### src/rtl/assert_macros.svh
// assertion macros shared by the console cursor rtl
// no dependencies; define ASSERT_OFF to compile the checks out
`ifndef ASSERT_MACROS_SVH
`define ASSERT_MACROS_SVH

`ifndef ASSERT_OFF

`define ASSERT_PROP(label, clk, rst, prop, msg) \
  label: assert property (@(posedge clk) disable iff (rst) (prop)) else $error(msg);

`define ASSERT_ALWAYS(label, clk, prop, msg) \
  label: assert property (@(posedge clk) (prop)) else $error(msg);

`else

`define ASSERT_PROP(label, clk, rst, prop, msg)

`define ASSERT_ALWAYS(label, clk, prop, msg)

`endif

`endif

### src/rtl/tccw_pkg.sv
// shared constants, codes and types of the text console cursor writer
// no dependencies
`default_nettype none

package tccw_pkg;

  localparam int COLUMNS = 80;
  localparam int ROWS    = 25;

  localparam int MODE_W  = 2;
  localparam int CHAR_W  = 8;
  localparam int COL_W   = 7;
  localparam int ROW_W   = 5;
  localparam int INDEX_W = 11;
  localparam int ATTR_W  = 8;

  localparam logic [ATTR_W-1:0] ATTR_RESET = 8'd7;

  localparam logic [CHAR_W-1:0] CHAR_NEWLINE   = 8'd10;
  localparam logic [CHAR_W-1:0] CHAR_BACKSPACE = 8'd8;
  localparam logic [CHAR_W-1:0] CHAR_TAB       = 8'd9;

  localparam logic KIND_CELL   = 1'b0;
  localparam logic KIND_SCROLL = 1'b1;

  typedef enum logic [MODE_W-1:0] {
    MODE_PUT  = 2'd0,
    MODE_SET  = 2'd1,
    MODE_BACK = 2'd2
  } mode_t;

  // outcome of one word against the current cursor
  typedef struct packed {
    logic               cell_write;
    logic               scroll;
    logic [INDEX_W-1:0] index;
    logic [CHAR_W-1:0]  glyph;
    logic [ATTR_W-1:0]  attr;
    logic [COL_W-1:0]   column_next;
    logic [ROW_W-1:0]   row_next;
  } step_t;

endpackage

`default_nettype wire

### src/rtl/tccw_step.sv
// cursor step logic: decodes one word and gives the next cursor and results
// depends on tccw_pkg
`default_nettype none

module tccw_step
  import tccw_pkg::*;
(
  input  wire logic [MODE_W-1:0] mode,
  input  wire logic [CHAR_W-1:0] char_code,
  input  wire logic [COL_W-1:0]  column_in,
  input  wire logic [ROW_W-1:0]  row_in,
  input  wire logic [COL_W-1:0]  cursor_column,
  input  wire logic [ROW_W-1:0]  cursor_row,
  input  wire logic [ATTR_W-1:0] attribute,
  output step_t                  step
);

  logic [COL_W:0]           column_inc;
  logic [ROW_W:0]           row_inc;
  logic                     row_over;
  logic [ROW_W-1:0]         row_down;
  logic [INDEX_W+1:0]       index_full;

  assign column_inc = {1'b0, cursor_column} + (COL_W+1)'(1);
  assign row_inc    = {1'b0, cursor_row} + (ROW_W+1)'(1);
  assign row_over   = row_inc >= (ROW_W+1)'(ROWS);
  // next row, held on the last row when it runs off the bottom
  assign row_down   = row_over ? ROW_W'(ROWS - 1) : row_inc[ROW_W-1:0];
  assign index_full = (INDEX_W+2)'(cursor_row) * (INDEX_W+2)'(COLUMNS)
                      + (INDEX_W+2)'(cursor_column);

  always_comb begin
    step.cell_write  = 1'b0;
    step.scroll      = 1'b0;
    step.index       = index_full[INDEX_W-1:0];
    step.glyph       = char_code;
    step.attr        = attribute;
    step.column_next = cursor_column;
    step.row_next    = cursor_row;
    unique case (mode_t'(mode))
      MODE_PUT: begin
        if (char_code == CHAR_NEWLINE) begin
          step.column_next = '0;
          step.row_next    = row_down;
          step.scroll      = row_over;
        end else if (char_code != CHAR_BACKSPACE && char_code != CHAR_TAB) begin
          step.cell_write = 1'b1;
          if (column_inc >= (COL_W+1)'(COLUMNS)) begin
            step.column_next = '0;
            step.row_next    = row_down;
            step.scroll      = row_over;
          end else begin
            step.column_next = column_inc[COL_W-1:0];
          end
        end
      end
      MODE_SET: begin
        if ({1'b0, column_in} < (COL_W+1)'(COLUMNS) &&
            {1'b0, row_in} < (ROW_W+1)'(ROWS)) begin
          step.column_next = column_in;
          step.row_next    = row_in;
        end
      end
      MODE_BACK: begin
        if (cursor_column == '0) begin
          step.column_next = COL_W'(COLUMNS - 1);
          if (cursor_row != '0) begin
            step.row_next = cursor_row - ROW_W'(1);
          end
        end else begin
          step.column_next = cursor_column - COL_W'(1);
        end
      end
      default: begin
      end
    endcase
  end

endmodule

`default_nettype wire

### src/rtl/text_console_cursor_writer.sv
// text console cursor writer: word in, cell writes and scroll requests out
// a word waits in the input stage until the output register is free for its result
// throughput: one word per cycle while out_stall is low and no scroll is pending;
// a cell write with a scroll holds the output register for two transfers
// reset: cursor to top-left, attribute to 7, input and output stages empty
// depends on tccw_pkg, tccw_step and assert_macros.svh
`default_nettype none
`include "assert_macros.svh"

module text_console_cursor_writer
  import tccw_pkg::*;
(
  input  wire logic               clk,
  input  wire logic               rst,
  input  wire logic               cfg_we,
  input  wire logic [ATTR_W-1:0]  cfg_data,
  input  wire logic               in_valid,
  output logic                    in_stall,
  input  wire logic [MODE_W-1:0]  mode,
  input  wire logic [CHAR_W-1:0]  char_code,
  input  wire logic [COL_W-1:0]   column_in,
  input  wire logic [ROW_W-1:0]   row_in,
  output logic                    out_valid,
  input  wire logic               out_stall,
  output logic                    kind,
  output logic [INDEX_W-1:0]      cell_index,
  output logic [CHAR_W-1:0]       glyph,
  output logic [ATTR_W-1:0]       cell_attribute,
  output logic                    last_of_run
);

  logic [ATTR_W-1:0] attribute;
  logic [COL_W-1:0]  cursor_column;
  logic [ROW_W-1:0]  cursor_row;

  logic              s1_valid;
  logic [MODE_W-1:0] s1_mode;
  logic [CHAR_W-1:0] s1_char;
  logic [COL_W-1:0]  s1_column;
  logic [ROW_W-1:0]  s1_row;

  logic              pending_scroll;
  logic              pending_scroll_next;
  logic              out_valid_next;
  logic              out_free;
  logic              fire;
  logic              in_accept;
  logic              out_take;
  step_t             step;

  // output register can take a new word when empty or draining its last result
  assign out_free  = !out_valid || (!out_stall && !pending_scroll);
  assign fire      = s1_valid && out_free;
  assign in_stall  = s1_valid && !fire;
  assign in_accept = in_valid && !in_stall;
  assign out_take  = out_valid && !out_stall;

  tccw_step u_step (
    .mode          (s1_mode),
    .char_code     (s1_char),
    .column_in     (s1_column),
    .row_in        (s1_row),
    .cursor_column (cursor_column),
    .cursor_row    (cursor_row),
    .attribute     (attribute),
    .step          (step)
  );

  always_ff @(posedge clk) begin
    if (rst) begin
      attribute     <= ATTR_RESET;
      cursor_column <= '0;
      cursor_row    <= '0;
      s1_valid      <= 1'b0;
    end else begin
      if (cfg_we) begin
        attribute <= cfg_data;
      end
      if (fire) begin
        cursor_column <= step.column_next;
        cursor_row    <= step.row_next;
      end
      if (in_accept) begin
        s1_valid <= 1'b1;
      end else if (fire) begin
        s1_valid <= 1'b0;
      end
    end
  end

  always_ff @(posedge clk) begin
    if (in_accept) begin
      s1_mode   <= mode;
      s1_char   <= char_code;
      s1_column <= column_in;
      s1_row    <= row_in;
    end
  end

  always_comb begin
    out_valid_next      = out_valid;
    pending_scroll_next = pending_scroll;
    if (out_take) begin
      out_valid_next      = pending_scroll;
      pending_scroll_next = 1'b0;
    end
    if (fire && (step.cell_write || step.scroll)) begin
      out_valid_next      = 1'b1;
      pending_scroll_next = step.cell_write && step.scroll;
    end
  end

  always_ff @(posedge clk) begin
    if (rst) begin
      out_valid      <= 1'b0;
      pending_scroll <= 1'b0;
    end else begin
      out_valid      <= out_valid_next;
      pending_scroll <= pending_scroll_next;
    end
  end

  always_ff @(posedge clk) begin
    if (fire && step.cell_write) begin
      kind           <= KIND_CELL;
      cell_index     <= step.index;
      glyph          <= step.glyph;
      cell_attribute <= step.attr;
      last_of_run    <= !step.scroll;
    end else if ((fire && step.scroll) || (out_take && pending_scroll)) begin
      kind           <= KIND_SCROLL;
      cell_index     <= '0;
      glyph          <= '0;
      cell_attribute <= '0;
      last_of_run    <= 1'b1;
    end
  end

  `ASSERT_PROP(a_pending_has_word, clk, rst, pending_scroll |-> out_valid,
    "scroll pending with empty output register")
  `ASSERT_PROP(a_pending_behind_cell, clk, rst,
    pending_scroll |-> (kind == KIND_CELL && !last_of_run),
    "scroll pending behind a word that is not a non-final cell write")
  `ASSERT_PROP(a_scroll_zero, clk, rst,
    (out_valid && kind == KIND_SCROLL) |-> (cell_index == '0 && last_of_run),
    "scroll word carries index or is not final")
  `ASSERT_PROP(a_cursor_range, clk, rst,
    ({1'b0, cursor_column} < (COL_W+1)'(COLUMNS)) &&
    ({1'b0, cursor_row} < (ROW_W+1)'(ROWS)),
    "cursor outside the screen")
  `ASSERT_PROP(a_drain_after_pending, clk, rst,
    (pending_scroll && !out_stall) |=> (out_valid && kind == KIND_SCROLL),
    "pending scroll not presented after cell write left")

endmodule

`default_nettype wire
### config.mk
export PLATFORM = sky130hd
export DESIGN_NAME = text_console_cursor_writer
export DESIGN_NICKNAME = d
export VERILOG_FILES = /design/src/rtl/tccw_pkg.sv /design/src/rtl/tccw_step.sv /design/src/rtl/text_console_cursor_writer.sv
export VERILOG_INCLUDE_DIRS = /design/src /design/src/rtl
export SDC_FILE = /design/constraint.sdc
export NUM_CORES = 1
export LEC_CHECK = 0
export ABC_AREA = 1
export BUFFER_PORTS_ARGS = -buffer_cell sky130_fd_sc_hd__buf_2
export CAP_MARGIN = 5
export CELL_PAD_IN_SITES_DETAIL_PLACEMENT = 0
export CELL_PAD_IN_SITES_GLOBAL_PLACEMENT = 2
export CORE_MARGIN = 4
export CORE_UTILIZATION = 37
export DETAILED_ROUTE_END_ITERATION = 10
export PLACE_DENSITY = 0.92
export SYNTH_ARGS = -nofsm -noshare
export SYNTH_HDL_FRONTEND = slang
export SYNTH_SLANG_ARGS = --single-unit
### constraint.sdc
create_clock -name clk -period 5.6 [get_ports clk]
set_input_delay 0.28 -clock clk [delete_from_list [all_inputs] [get_ports clk]]
set_output_delay 0.28 -clock clk [all_outputs]
set_load 0.02 [all_outputs]
# Word level (Yosys, flattened, before mapping)
# Index checks and enable logic that the tools add are counted.
# W data, S select, Z words.
[word_totals]
register_bits = 74
in_bits = 35
word_cells = 93
out_inout_bits = 31
[classes]
order_cmp = 4
n_mux = 28
addsub = 5
multipliers = 1
reduce_logical = 30
n_eq_ne = 10
[op_table]
columns = ["op", "n"]
rows = [
  ["$mux W12", 3],
  ["$pmux W12 S3", 1],
  ["$mux W8", 3],
  ["$mux W11", 2],
  ["$mux W5", 4],
  ["$ne A8 B4 Y1 const B", 2],
  ["$mux W7", 2],
  ["$logic_and A1 B1 Y1", 12],
  ["$add A11 B7 Y11", 1],
  ["$mux W1", 11],
  ["$add A7 B1 Y8 const B", 1],
  ["$eq A8 B4 Y1 const B", 1],
  ["$ge A8 B7 Y1 const B", 1],
  ["$logic_not A7 Y1", 1],
  ["$lt A7 B7 Y1 const B", 1],
  ["$mul A5 B3 Y7 const B", 1],
  ["$reduce_and A7 Y1", 1],
  ["$sub A7 B1 Y7 const B", 1],
  ["$add A5 B1 Y6 const B", 1],
  ["$ge A6 B5 Y1 const B", 1],
  ["$logic_not A1 Y1", 6],
  ["$ne A2 B1 Y1 const B", 3],
  ["$ne A3 B1 Y1 const B", 2],
  ["$reduce_bool A2 Y1", 3],
  ["10 further kinds", 13],
]

# Depth between registers and ports, before layout
# Gate-level depths: netlist (run 1).
[logic_depth]
word_depth = 10
mapped_depth = 15
depth_no_buf = 15

# By module
# Synthesis (run 1) repeated with hierarchy kept, for this count alone.
[hier_totals]
cells_unflattened = 504
area_unflattened_um2 = 4276.6
[by_module_without_submodules]
columns = ["mod", "seq_area_each_um2", "cells_each", "area_per_inst_um2", "n_inst"]
rows = [
  ["text_console_cursor_writer", 1981.9, 224, 2683.8, 1],
  ["tccw_step", 0.0, 280, 1592.8, 1],
]

# Worst setup path before layout (run 1)
# Ideal clock, no wire load.
[synth_timing]
path_kind = "reg-to-reg"
from = "register cursor_column[1]"
to = "register cell_attribute[0], enable pin"
path_stages_with_launch = 14
arrival_time_ns = 1.909
t_required_ns = 5.217
slack_ns = 3.309
synth_period_minus_slack_ns = 2.291
cell_sequence = "dfxtp_1 -> ha_1 -> nand2_2 -> o21ai_1 -> o21ai_1 -> nand2_1 -> nand2_2 -> nand2_4 -> nand2_1 -> nand2_1 -> nand2_2 -> nand2_1 -> nor2_2 -> inv_1"
[synth_via]
elab_chain_len = 9
[synth_lines]
columns = ["item", "line_no", "rtl"]
rows = [
  ["start, declared", "text_console_cursor_writer.sv:33", "logic [COL_W-1:0] cursor_column;"],
  ["start signal, assigned", "text_console_cursor_writer.sv:80", "cursor_column <= step.column_next;"],
  ["$add A7 B1 Y8", "tccw_step.sv:24", "assign column_inc = {1'b0, cursor_column} + (COL_W+1)'(1);"],
  ["$ge A8 B7 Y1", "tccw_step.sv:48", "if (column_inc >= (COL_W+1)'(COLUMNS)) begin"],
  ["$mux W1", "tccw_step.sv:48", ""],
  ["$mux W2", "tccw_step.sv:46", "end else if (char_code != CHAR_BACKSPACE && char_code != CHAR_TAB) begin"],
  ["$mux W1", "tccw_step.sv:42", "if (char_code == CHAR_NEWLINE) begin"],
  ["$mux W2", "tccw_step.sv:40", "unique case (mode_t'(mode))"],
  ["$logic_and A1 B1 Y1", "text_console_cursor_writer.sv:130", "end else if ((fire && step.scroll) || (out_take && pending_scroll)) begin"],
  ["$logic_or A1 B1 Y1", "text_console_cursor_writer.sv:130", ""],
  ["$reduce_bool A2 Y1 (no line)", "--", ""],
  ["end signal, assigned", "text_console_cursor_writer.sv:128", "cell_attribute <= step.attr;"],
  ["end, declared", "text_console_cursor_writer.sv:28", "output logic [ATTR_W-1:0] cell_attribute,"],
]
# No other way between the ends.
# A chain may end at the register's enable or synchronous reset.

# Final worst setup path (run 1)
[layout_timing]
from = "register cursor_column[1]"
to = "register glyph[1], enable pin"
[layout_via]
elab_chain_len = 9
[layout_lines]
columns = ["item", "line_no", "rtl"]
rows = [
  ["$add A7 B1 Y8", "tccw_step.sv:24", ""],
  ["$ge A8 B7 Y1", "tccw_step.sv:48", ""],
  ["$mux W1", "tccw_step.sv:48", ""],
  ["$mux W2", "tccw_step.sv:46", ""],
  ["$mux W1", "tccw_step.sv:42", ""],
  ["$mux W2", "tccw_step.sv:40", ""],
  ["$logic_and A1 B1 Y1", "text_console_cursor_writer.sv:130", ""],
  ["$logic_or A1 B1 Y1", "text_console_cursor_writer.sv:130", ""],
  ["$reduce_bool A2 Y1 (no line)", "--", ""],
  ["end signal, assigned", "text_console_cursor_writer.sv:127", "glyph <= step.glyph;"],
  ["end, declared", "text_console_cursor_writer.sv:27", "output logic [CHAR_W-1:0] glyph,"],
]
# No other way between the ends.

==> key figures, run 1 <==
Critical path
  • Crit Reg-Reg Endpoint: glyph[1]
  • Worst reg2reg path depth: 13
  • Reg2reg setup slack: 2.85 ns
  • Reg-to-Reg Start: cursor_column[1]
  • Critical path type: flip-flop to flip-flop
  • Critical Path RT: 5.55 ns
  • Worst setup EP type: flip-flop
  • Critical-path maximum fanout: 28
  • WP data arrival: 2.70 ns
  • CP Launch Type: flip-flop

Power
  • Worst-case vdd ir drop: 142 uV
  • Pleak: 1.93 nW
  • Power Dens Cells: 276 nW/um^2
  • Tot Pwr: 1.20 mW

Floorplan
  • Die X: 108 um
  • Rows: 36
  • Starting Density: 0.379
  • # IOs: 66
  • Total Die Area: 11600 um^2
  • Die height: 108 um
  • Core ar.: 9730 um^2

Synth
  • Distinct cells, synth: 39
  • Register bit total from synthesis: 74
  • Post-Syn Area: 3690 um^2
  • Post-synth top area share: 0.407
  • Seq/Total Area, Yosys: 0.537
  • Mapped Nets: 452
  • Most instantiated library cell after synthesis: nand2_1
  • Async S/R FF share, synth: 0
  • Yosys warnings: 0
  • Most common library cells after synthesis: nand2_1, edfxtp_1, inv_1, nor2_1, a21oi_1
  • Mapped Cells: 397
  • Dominant synthesized flop cell: edfxtp_1
  • Syn avg cell area: 9.29 um^2
  • Synth area leaders: edfxtp_1, dfxtp_1, nand2_1, ha_1, a21oi_1
  • Post-synth EDFFs: 50
  • Post-synth top area cell: edfxtp_1

Clock network
  • CTS Sinks: 74
  • # resized after CTS: 0
  • Root buf cell: clkbuf_8
  • H-tree depth: 3
  • CTS tree: built
  • Clk slew on worst S/H paths: 0.08 ns
  • Number of buffers created by CTS: 9
  • Cts hold-fix bufs: 0
  • Max Root-Sink Buffers: 2
  • Number of setup buffers added after CTS: 0
  • Clock Latency Late Sink: 0.34 ns

Global route
  • M3 GR Usage: 0.0312
  • Largest net degree at the start of global routing: 29
  • GRT Max-Usage Layer: met2
  • Met2 Usage GRT: 0.218
  • Grt ovf: 0
  • Initial antenna violation count: 0
  • Vias in the first global route: 2575
  • Overall Global Routing Usage: 0.138
  • GRT met1 Usage: 0.191
  • Global-route wire length before repair: 12.6 mm

Timing
  • Finish-stage setup viols: 0
  • Worst Tran Pin Value: 1.14 ns
  • Final hold slack: 0.112 ns
  • Fin. Hold Viols: 0
  • RSZ-0062 raised after global routing: no
  • Setup Skew: 0.00769 ns
  • Final Cycle Share: 0.490
  • Slew Viols, Final: 0
  • Final Critical Period: 2.75 ns
  • Final setup margin: 2.85 ns
  • Setup tns final: 0 ns
  • Slew Limit Headroom: 0.239
  • Fmax: 364 MHz

Place
  • Placed Cells incl. Taps: 584
  • Buffers on Ports: 65
  • Routability cong.: 0.803
  • Pre-CTS setup slack: 2.82 ns
  • Cell Area, Placed: 4130 um^2
  • Post-DP HPWL: 5.84 mm

Worst hold path
  • Worst Hold Path EP: s1_char[2]
  • Hold path start: char_code[2]
  • Worst Hold Class: primary input to flip-flop
  • Hold Path Cell Cnt: 1

Routing
  • DRC errors left: 0
  • Vias per std cell: 4.62
  • Routed Antenna Nets: 0
  • Drt wl/cell: 13.1 um
  • DRT iter0 DRCs: 120
  • Detailed Route WL: 7.85 mm
  • DR pass1 iterations: 5
  • Via count: 2769

Run
  • MaxCap Viol Count: 0

Layout
  • Diodes inserted: 0
  • Core Util, Final: 0.446
  • Nets: 517
  • Proportion of layout cells with a drive suffix above 1: 0.238
  • Final Instance Area: 4340 um^2
  • Area Overhead vs Synth: 17.7%
  • Post-route insts no fill: 600

Run status
  • Run status: complete, no violations
[worst max-delay path by stage]
| stage | to | slack [ns] | depth (start not counted) | start |
|---|---|---|---|---|
| final | glyph[1] | 2.85 | 13 | cursor_column[1] |
| after global routing | glyph[1] | 2.54 | 13 | cursor_column[1] |
| after CTS | glyph[1] | 2.80 | 13 | cursor_column[1] |
| after detailed placement | cell_index[1] | 2.82 | 13 | cursor_column[1] |
| after global placement | cell_index[2] | 2.92 | 13 | cursor_column[1] |
| after floorplan | cell_attribute[0] | 3.31 | 13 | cursor_column[1] |
[routing by layer]
| metal | routed length [um] | vias to the layer above |
|---|---|---|
| li1 | - | 1446 |
| met1 | 3810 | 1256 |
| met2 | 3590 | 60 |
| met3 | 389 | 7 |
| met4 | 55 | 0 |
| met5 | 0 | - |
[flip-flops by register name (all words and copies together) (netlist names), 2 cells and up]
register	cells
s1_mode	2
glyph	8
cursor_row	5
attribute	8
cursor_column	7
s1_char	8
s1_column	7
cell_attribute	8
s1_row	5
cell_index	11
[report_power, final]
group	total, mW	switching (mW)	internal (mW)
combinational	0.140	0.0887	0.0515
clock	0.438	0.203	0.235
sequential	0.621	0.0166	0.605
[layout make-up]
class / instances / area (um^2)
Sequential cell: 74 / 1980
Inverter: 53 / 201
Timing Repair Buffer: 65 / 325
Tap cell: 133 / 166
Clock buffer: 11 / 153
Multi-Input combinational cell: 259 / 1450
Clock inverter: 5 / 58.8
Fill cell: 982 / 5390
[critical path, stage by stage, from the launching register on]
cell     delay (ns)
dfxtp_1        0.41
ha_1           0.20
nand2_2        0.09
nor2_2         0.12
nand3_1        0.07
nand2_1        0.11
nand2_2        0.07
nand2_4        0.09
nand2_1        0.06
nand2_1        0.08
nand2_2        0.07
nand2_1        0.09
nor2_2         0.05
inv_1          0.83
[layout by cell type (no fill, tap or decap), types with 5 or more instances in the layout]
cell type,count
nand2_1,67
buf_2,65
edfxtp_1,50
inv_1,47
nor2_1,43
a21oi_1,37
dfxtp_1,24
nand3_1,18
ha_1,18
o21ai_0,16
nor2_2,9
clkbuf_8,9
nand4_1,8
nand2_2,5
[cell families after synthesis]
| family | Yosys count | share of synthesized area |
|---|---|---|
| AND/OR/NAND/NOR | 163 | 0.202 |
| flip-flops | 74 | 0.537 |
| AO/OA/AOI/OAI | 68 | 0.101 |
| buffers and inverters | 64 | 0.0685 |
| adder cells (fa/ha/maj) | 20 | 0.0719 |
| XOR/XNOR | 8 | 0.0190 |
No activity file was read; power rests on OpenSTA's default activity.
==> run 2: changes to the inputs <==
--- a/config.mk
+++ b/config.mk
@@ -6,15 +6,15 @@
 export SDC_FILE = /design/constraint.sdc
 export NUM_CORES = 1
 export LEC_CHECK = 0
-export ABC_AREA = 1
+export ABC_AREA = 0
 export BUFFER_PORTS_ARGS = -buffer_cell sky130_fd_sc_hd__buf_2
 export CAP_MARGIN = 5
 export CELL_PAD_IN_SITES_DETAIL_PLACEMENT = 0
 export CELL_PAD_IN_SITES_GLOBAL_PLACEMENT = 2
 export CORE_MARGIN = 4
-export CORE_UTILIZATION = 37
+export CORE_UTILIZATION = 33
 export DETAILED_ROUTE_END_ITERATION = 10
-export PLACE_DENSITY = 0.92
+export PLACE_DENSITY = 0.83
 export SYNTH_ARGS = -nofsm -noshare
 export SYNTH_HDL_FRONTEND = slang
 export SYNTH_SLANG_ARGS = --single-unit
==> constraint.sdc (replaced) <==
create_clock -name clk -period 2.4 [get_ports clk]
set_input_delay 0.12 -clock clk [delete_from_list [all_inputs] [get_ports clk]]
set_output_delay 0.12 -clock clk [all_outputs]
set_load 0.02 [all_outputs]
==> key figures, run 2 <==
Critical path
  • Cell Chain, Critical Path: inv_2 > ha_4 > or3b_4 > or4_4 > o21ai_4 > o311ai_4 > buf_4 > o221a_2
  • Crit Reg-Reg Endpoint: cursor_row[3]
  • CP Launch Type: flip-flop
  • CP max stage cell: or4_4
  • Worst reg2reg path depth: 8
  • Critical-path maximum fanout: 5
  • WP data arrival: 2.64 ns
  • CP delay by family, top: simple AND/OR/NAND/NOR gates
  • Slowest Stage Delay on Critical Path: 0.56 ns
  • Buffers & Inverters on Critical Path: 2
  • Critical Path RT: 2.65 ns
  • Reg2reg setup slack: 0.02 ns
  • Reg-to-Reg Start: cursor_column[1]
  • Critical path type: flip-flop to flip-flop
  • Worst setup EP type: flip-flop

Routing
  • Via count: 2882
  • DRT iter0 DRCs: 214
  • DR pass1 iterations: 4
  • DRC errors left: 0
  • Vias per std cell: 4.85
  • Drt wl/cell: 15.0 um
  • Routed Antenna Nets: 0
  • Detailed Route WL: 8.90 mm

Timing
  • Final Critical Period: 2.38 ns
  • Setup Skew: 0.00625 ns
  • Finish-stage setup viols: 0
  • Setup tns final: 0 ns
  • Worst Tran Pin Value: 0.495 ns
  • Fmax: 419 MHz
  • Final Cycle Share: 0.994
  • RSZ-0062 raised after global routing: yes
  • Final setup margin: 0.0156 ns
  • Fin. Hold Viols: 0
  • Slew Viols, Final: 0
  • Final hold slack: 0.0155 ns
  • Slew Limit Headroom: 0.670

Synth
  • Most common library cells after synthesis: edfxtp_1, nor2_1, dfxtp_1
  • Post-Syn Area: 3690 um^2
  • Seq/Total Area, Yosys: 0.537
  • Register bit total from synthesis: 74
  • Async S/R FF share, synth: 0
  • Synth area leaders: edfxtp_1, dfxtp_1, ha_1, and2_1, nor2_1
  • Mapped Cells: 328
  • Post-synth top area cell: edfxtp_1
  • Syn avg cell area: 11.2 um^2
  • Mapped Nets: 383
  • Post-synth EDFFs: 50
  • Most instantiated library cell after synthesis: edfxtp_1
  • Distinct cells, synth: 60
  • Yosys warnings: 0
  • Post-synth top area share: 0.407
  • Dominant synthesized flop cell: edfxtp_1

Global route
  • Global-route wire length before repair: 14.2 mm
  • Vias in the first global route: 2871
  • Overall Global Routing Usage: 0.142
  • Largest net degree at the start of global routing: 20
  • Initial antenna violation count: 0
  • Grt ovf: 0

Floorplan
  • Rows: 38
  • # IOs: 66
  • Starting Density: 0.339
  • Die X: 114 um
  • Die height: 114 um
  • Core ar.: 10900 um^2
  • Total Die Area: 12900 um^2

Clock network
  • H-tree depth: 3
  • Clk slew on worst S/H paths: 0.08 ns
  • CTS tree: built
  • Number of buffers created by CTS: 9
  • Max Root-Sink Buffers: 2
  • CTS Sinks: 74
  • Clock Latency Late Sink: 0.36 ns
  • Root buf cell: clkbuf_8

Place
  • Routability cong.: 0.829
  • Placed Cells incl. Taps: 543
  • Buffers on Ports: 65
  • Cell Area, Placed: 4280 um^2
  • Post-DP HPWL: 6.54 mm
  • Pre-CTS setup slack: 0.0489 ns

Layout
  • Proportion of layout cells with a drive suffix above 1: 0.295
  • Diodes inserted: 0
  • Nets: 504
  • Biggest register: cell_index
  • Reg area: 1980 um^2
  • # fillers: 1048
  • Final Instance Area: 4860 um^2
  • Area Overhead vs Synth: 31.9%
  • Area of the multi-input gates: 1600 um^2
  • Core Util, Final: 0.447
  • Post-route insts no fill: 594
  • Leading cell type in the layout, fill and taps excluded: buf_2
  • Commonest cells after routing, fill and taps aside: buf_2, edfxtp_1, buf_4
  • Max reg flops: 11

Worst hold path
  • Hold Path Cell Cnt: 3
  • Worst Hold Class: primary input to flip-flop
  • Worst Hold Path EP: attribute[3]
  • Hold path start: cfg_data[3]

Power
  • Pleak: 1.98 nW
  • Worst-case vdd ir drop: 260 uV
  • Tot Pwr: 2.72 mW
  • Power Dens Cells: 560 nW/um^2

Run
  • MaxCap Viol Count: 0

Run status
  • Run status: complete, no violations
[run 2: area by class of cell]
class | instances | area share
well taps | 140 | 0.0360
flip-flops and latches | 74 | 0.408
multi-input cells | 220 | 0.329
clock inverters | 5 | 0.00772
inverters | 18 | 0.0139
clock buffers | 11 | 0.0291
repair buffers | 126 | 0.176
[run 2: worst max path at each step]
stage / from / end / slack [ns] / depth (start not counted)
after floorplan: s1_char[2] / cell_attribute[0] / 0.01 / 7
after global placement: cursor_column[1] / cursor_row[4] / 0.12 / 8
after detailed placement: cursor_column[1] / cursor_row[4] / 0.05 / 8
after CTS: cursor_column[1] / cursor_row[4] / 0.03 / 8
after global routing: cursor_column[1] / cursor_row[4] / -0.04 / 8
final: cursor_column[1] / cursor_row[3] / 0.02 / 8
[run 2: routing by layer]
layer,up-vias,track usage,wire [um]
met3,12,0.0340,541
met5,-,0,0
li1,1449,-,-
met4,0,0.0457,119
met2,77,0.232,4230
met1,1344,0.186,4010
[run 2: timing repair]
| item | in CTS | in global routing |
|---|---|---|
| setup endpoints to repair | 0 | 24 |
| endpoints found under the hold margin | 30 | 0 |
| resized for setup | 0 | 13 |
| hold buffers | 30 | 0 |
| buffers inserted | 0 | 4 |
[run 2: cells by family (layout without fill, tap and decap cells)]
| logic type | after synthesis | in the layout | synth area share |
|---|---|---|---|
| AO/OA/AOI/OAI | 70 | 71 | 0.136 |
| XOR/XNOR | 12 | 12 | 0.0285 |
| adder cells (fa/ha/maj) | 20 | 20 | 0.0719 |
| buffers and inverters | 35 | 160 | 0.0495 |
| flip-flops | 74 | 74 | 0.537 |
| multiplexers | 8 | 8 | 0.0217 |
| AND/OR/NAND/NOR | 109 | 109 | 0.155 |
[run 2: where the power goes]
group	internal (mW)	total [mW]	switching, mW
combinational	0.192	0.397	0.204
clock	0.410	0.888	0.479
sequential	1.41	1.44	0.0307
[run 2: worst min-delay path, cell delays in order]
cell	delay, ns
buf_2	0.08
mux2i_1	0.06
nor2_1	0.08
==> run 3: changes to the inputs <==
--- a/config.mk
+++ b/config.mk
@@ -11,10 +11,11 @@
 export CAP_MARGIN = 5
 export CELL_PAD_IN_SITES_DETAIL_PLACEMENT = 0
 export CELL_PAD_IN_SITES_GLOBAL_PLACEMENT = 2
+export CORE_ASPECT_RATIO = 1.25
 export CORE_MARGIN = 4
 export CORE_UTILIZATION = 33
 export DETAILED_ROUTE_END_ITERATION = 10
-export PLACE_DENSITY = 0.83
+export PLACE_DENSITY_LB_ADDON = 0.1
 export SYNTH_ARGS = -nofsm -noshare
 export SYNTH_HDL_FRONTEND = slang
 export SYNTH_SLANG_ARGS = --single-unit
==> key figures, run 3 (synthesis gave the netlist of run 2 again) <==
Run status
  • Run status: complete, no violations

Layout
  • Diodes inserted: 0
  • Max reg flops: 11
  • Proportion of layout cells with a drive suffix above 1: 0.296
  • Area Overhead vs Synth: 33.8%
  • Biggest register: cell_index
  • Leading cell type in the layout, fill and taps excluded: buf_2
  • Commonest cells after routing, fill and taps aside: buf_2, edfxtp_1, buf_4
  • Nets: 499

Place
  • Routability cong.: 0.840
  • Buffers on Ports: 65
  • Post-DP HPWL: 6.77 mm
  • Pre-CTS setup slack: -0.0304 ns

Timing
  • Fin. Hold Viols: 0
  • Fmax: 434 MHz
  • Slew Limit Headroom: 0.674
  • Setup tns final: 0 ns
  • Final setup margin: 0.0985 ns
  • RSZ-0062 raised after global routing: no
  • Worst Tran Pin Value: 0.488 ns
  • Final hold slack: 0.0191 ns
  • Final Critical Period: 2.30 ns
  • Finish-stage setup viols: 0
  • Slew Viols, Final: 0
  • Final Cycle Share: 0.959
  • Setup Skew: 0.00704 ns

Routing
  • Routed wl met2: 4.54 mm
  • DR pass1 iterations: 5
  • Wl on met1: 4.01 mm
  • Routed Antenna Nets: 0
  • DRC errors left: 0
  • DR WL met3: 420 um
  • Detailed Route WL: 9.25 mm
  • Drt wl/cell: 15.9 um
  • Vias per std cell: 4.93
  • DRT iter0 DRCs: 123
  • Via count: 2867
  • Top sig layer: met4

Floorplan
  • Core ar.: 10800 um^2
  • Starting Density: 0.342
  • Die X: 103 um
  • # IOs: 66
  • Total Die Area: 12900 um^2
  • Rows: 42
  • Die height: 126 um

Global route
  • Overall Global Routing Usage: 0.154
  • Vias in the first global route: 2969
  • Initial antenna violation count: 0
  • Global-route wire length before repair: 15.3 mm
  • Grt ovf: 0
  • Largest net degree at the start of global routing: 21

Clock network
  • CTS Sinks: 74
  • Clock Latency Late Sink: 0.33 ns
  • Root buf cell: clkbuf_16
  • CTS tree: built
  • Number of buffers created by CTS: 9
  • Max Root-Sink Buffers: 2
  • Clk slew on worst S/H paths: 0.06 ns
  • H-tree depth: 3

Critical path
  • CP Launch Type: flip-flop
  • Worst setup EP type: flip-flop
  • Critical path type: flip-flop to flip-flop
  • WP data arrival: 2.50 ns
  • Critical Path RT: 2.60 ns
  • Slowest Stage Delay on Critical Path: 0.47 ns
  • Cell Chain, Critical Path: inv_2 > ha_4 > or3b_4 > or4_4 > o21ai_4 > o311ai_4 > a311oi_1 > a211oi_1
  • CP max stage cell: or4_4
  • Critical-path maximum fanout: 5

Run
  • MaxCap Viol Count: 0

Power
  • Power Dens Cells: 640 nW/um^2
  • Pleak: 2.03 nW
  • Worst-case vdd ir drop: 361 uV

Worst hold path
  • Worst Hold Class: primary input to flip-flop
==> run 3: cell count changes in the layout (fill, tap and decap cells not counted), sizes merged <==
cell,previous run,this run
clkinvlp,0,1
bufinv,0,1
dlygate4sd3,30,23
clkbuf,11,10
buf,96,98
inv,20,19
==> run 3: power breakdown <==
part / internal [mW] / switching, mW / leakage [nW] / total (mW)
combinational: 0.196 / 0.201 / 1.20 / 0.397
sequential: 1.41 / 0.0350 / 0.682 / 1.44
clock: 0.806 / 0.512 / 0.143 / 1.32
total: 2.41 / 0.749 / 2.03 / 3.16
==> run 3: final cells by class <==
class / count / area, um^2
Sequential cell: 74 / 1990
Timing Repair Buffer: 121 / 841
Multi-Input combinational cell: 220 / 1580
Clock inverter: 6 / 65.1
Tap cell: 132 / 165
Fill cell: 1027 / 5840
Inverter: 18 / 67.6
Clock buffer: 10 / 229
==> run 3: stage by stage <==
stage	power (mW)	instances	instance area, um^2	util
after floorplan	1.68	328	3690	-
after global placement	1.80	538	4320	0.401
after detailed placement	1.80	538	4320	0.401
after CTS	3.20	581	4900	0.455
after global routing	3.30	581	4930	0.458
final	3.16	581	4930	0.458
==> run 3: path summary, 6_finish.rpt <==
check / startpoint / end / slack, ns / cells past startpoint
hold / removal: cfg_data[0] / attribute[0] / 0.02 / 3
hold reg to reg: kind / kind / 0.46 / 2
setup / recovery: cursor_column[1] / cursor_row[0] / 0.1 / 8
setup reg to reg: cursor_column[1] / cursor_row[0] / 0.1 / 8
==> run 3: what timing repair did <==
action                                  CTS  global route
hold buffers                             23             0
pin swaps                                 3             2
cloned                                    1             0
setup buffers                             3             0
endpoints found under the setup margin    3             9
resized for setup                         5             5
hold endpoints to repair                 23             0
==> run 3: critical path, delay by kind of cell (launching register included) <==
| family | cells | cell delay, ns |
|---|---|---|
| buffers and inverters | 1 | 0.09 |
| AND/OR/NAND/NOR | 2 | 0.84 |
| AO/OA/AOI/OAI | 4 | 0.75 |
| flip-flops | 1 | 0.36 |
| adder cells (fa/ha/maj) | 1 | 0.13 |
==> run 3: metal layers <==
layer	GRT usage	vias up
met1	0.193	1334
met4	0.0842	0
li1	-	1434
met5	0	-
met2	0.252	80
met3	0.0210	19
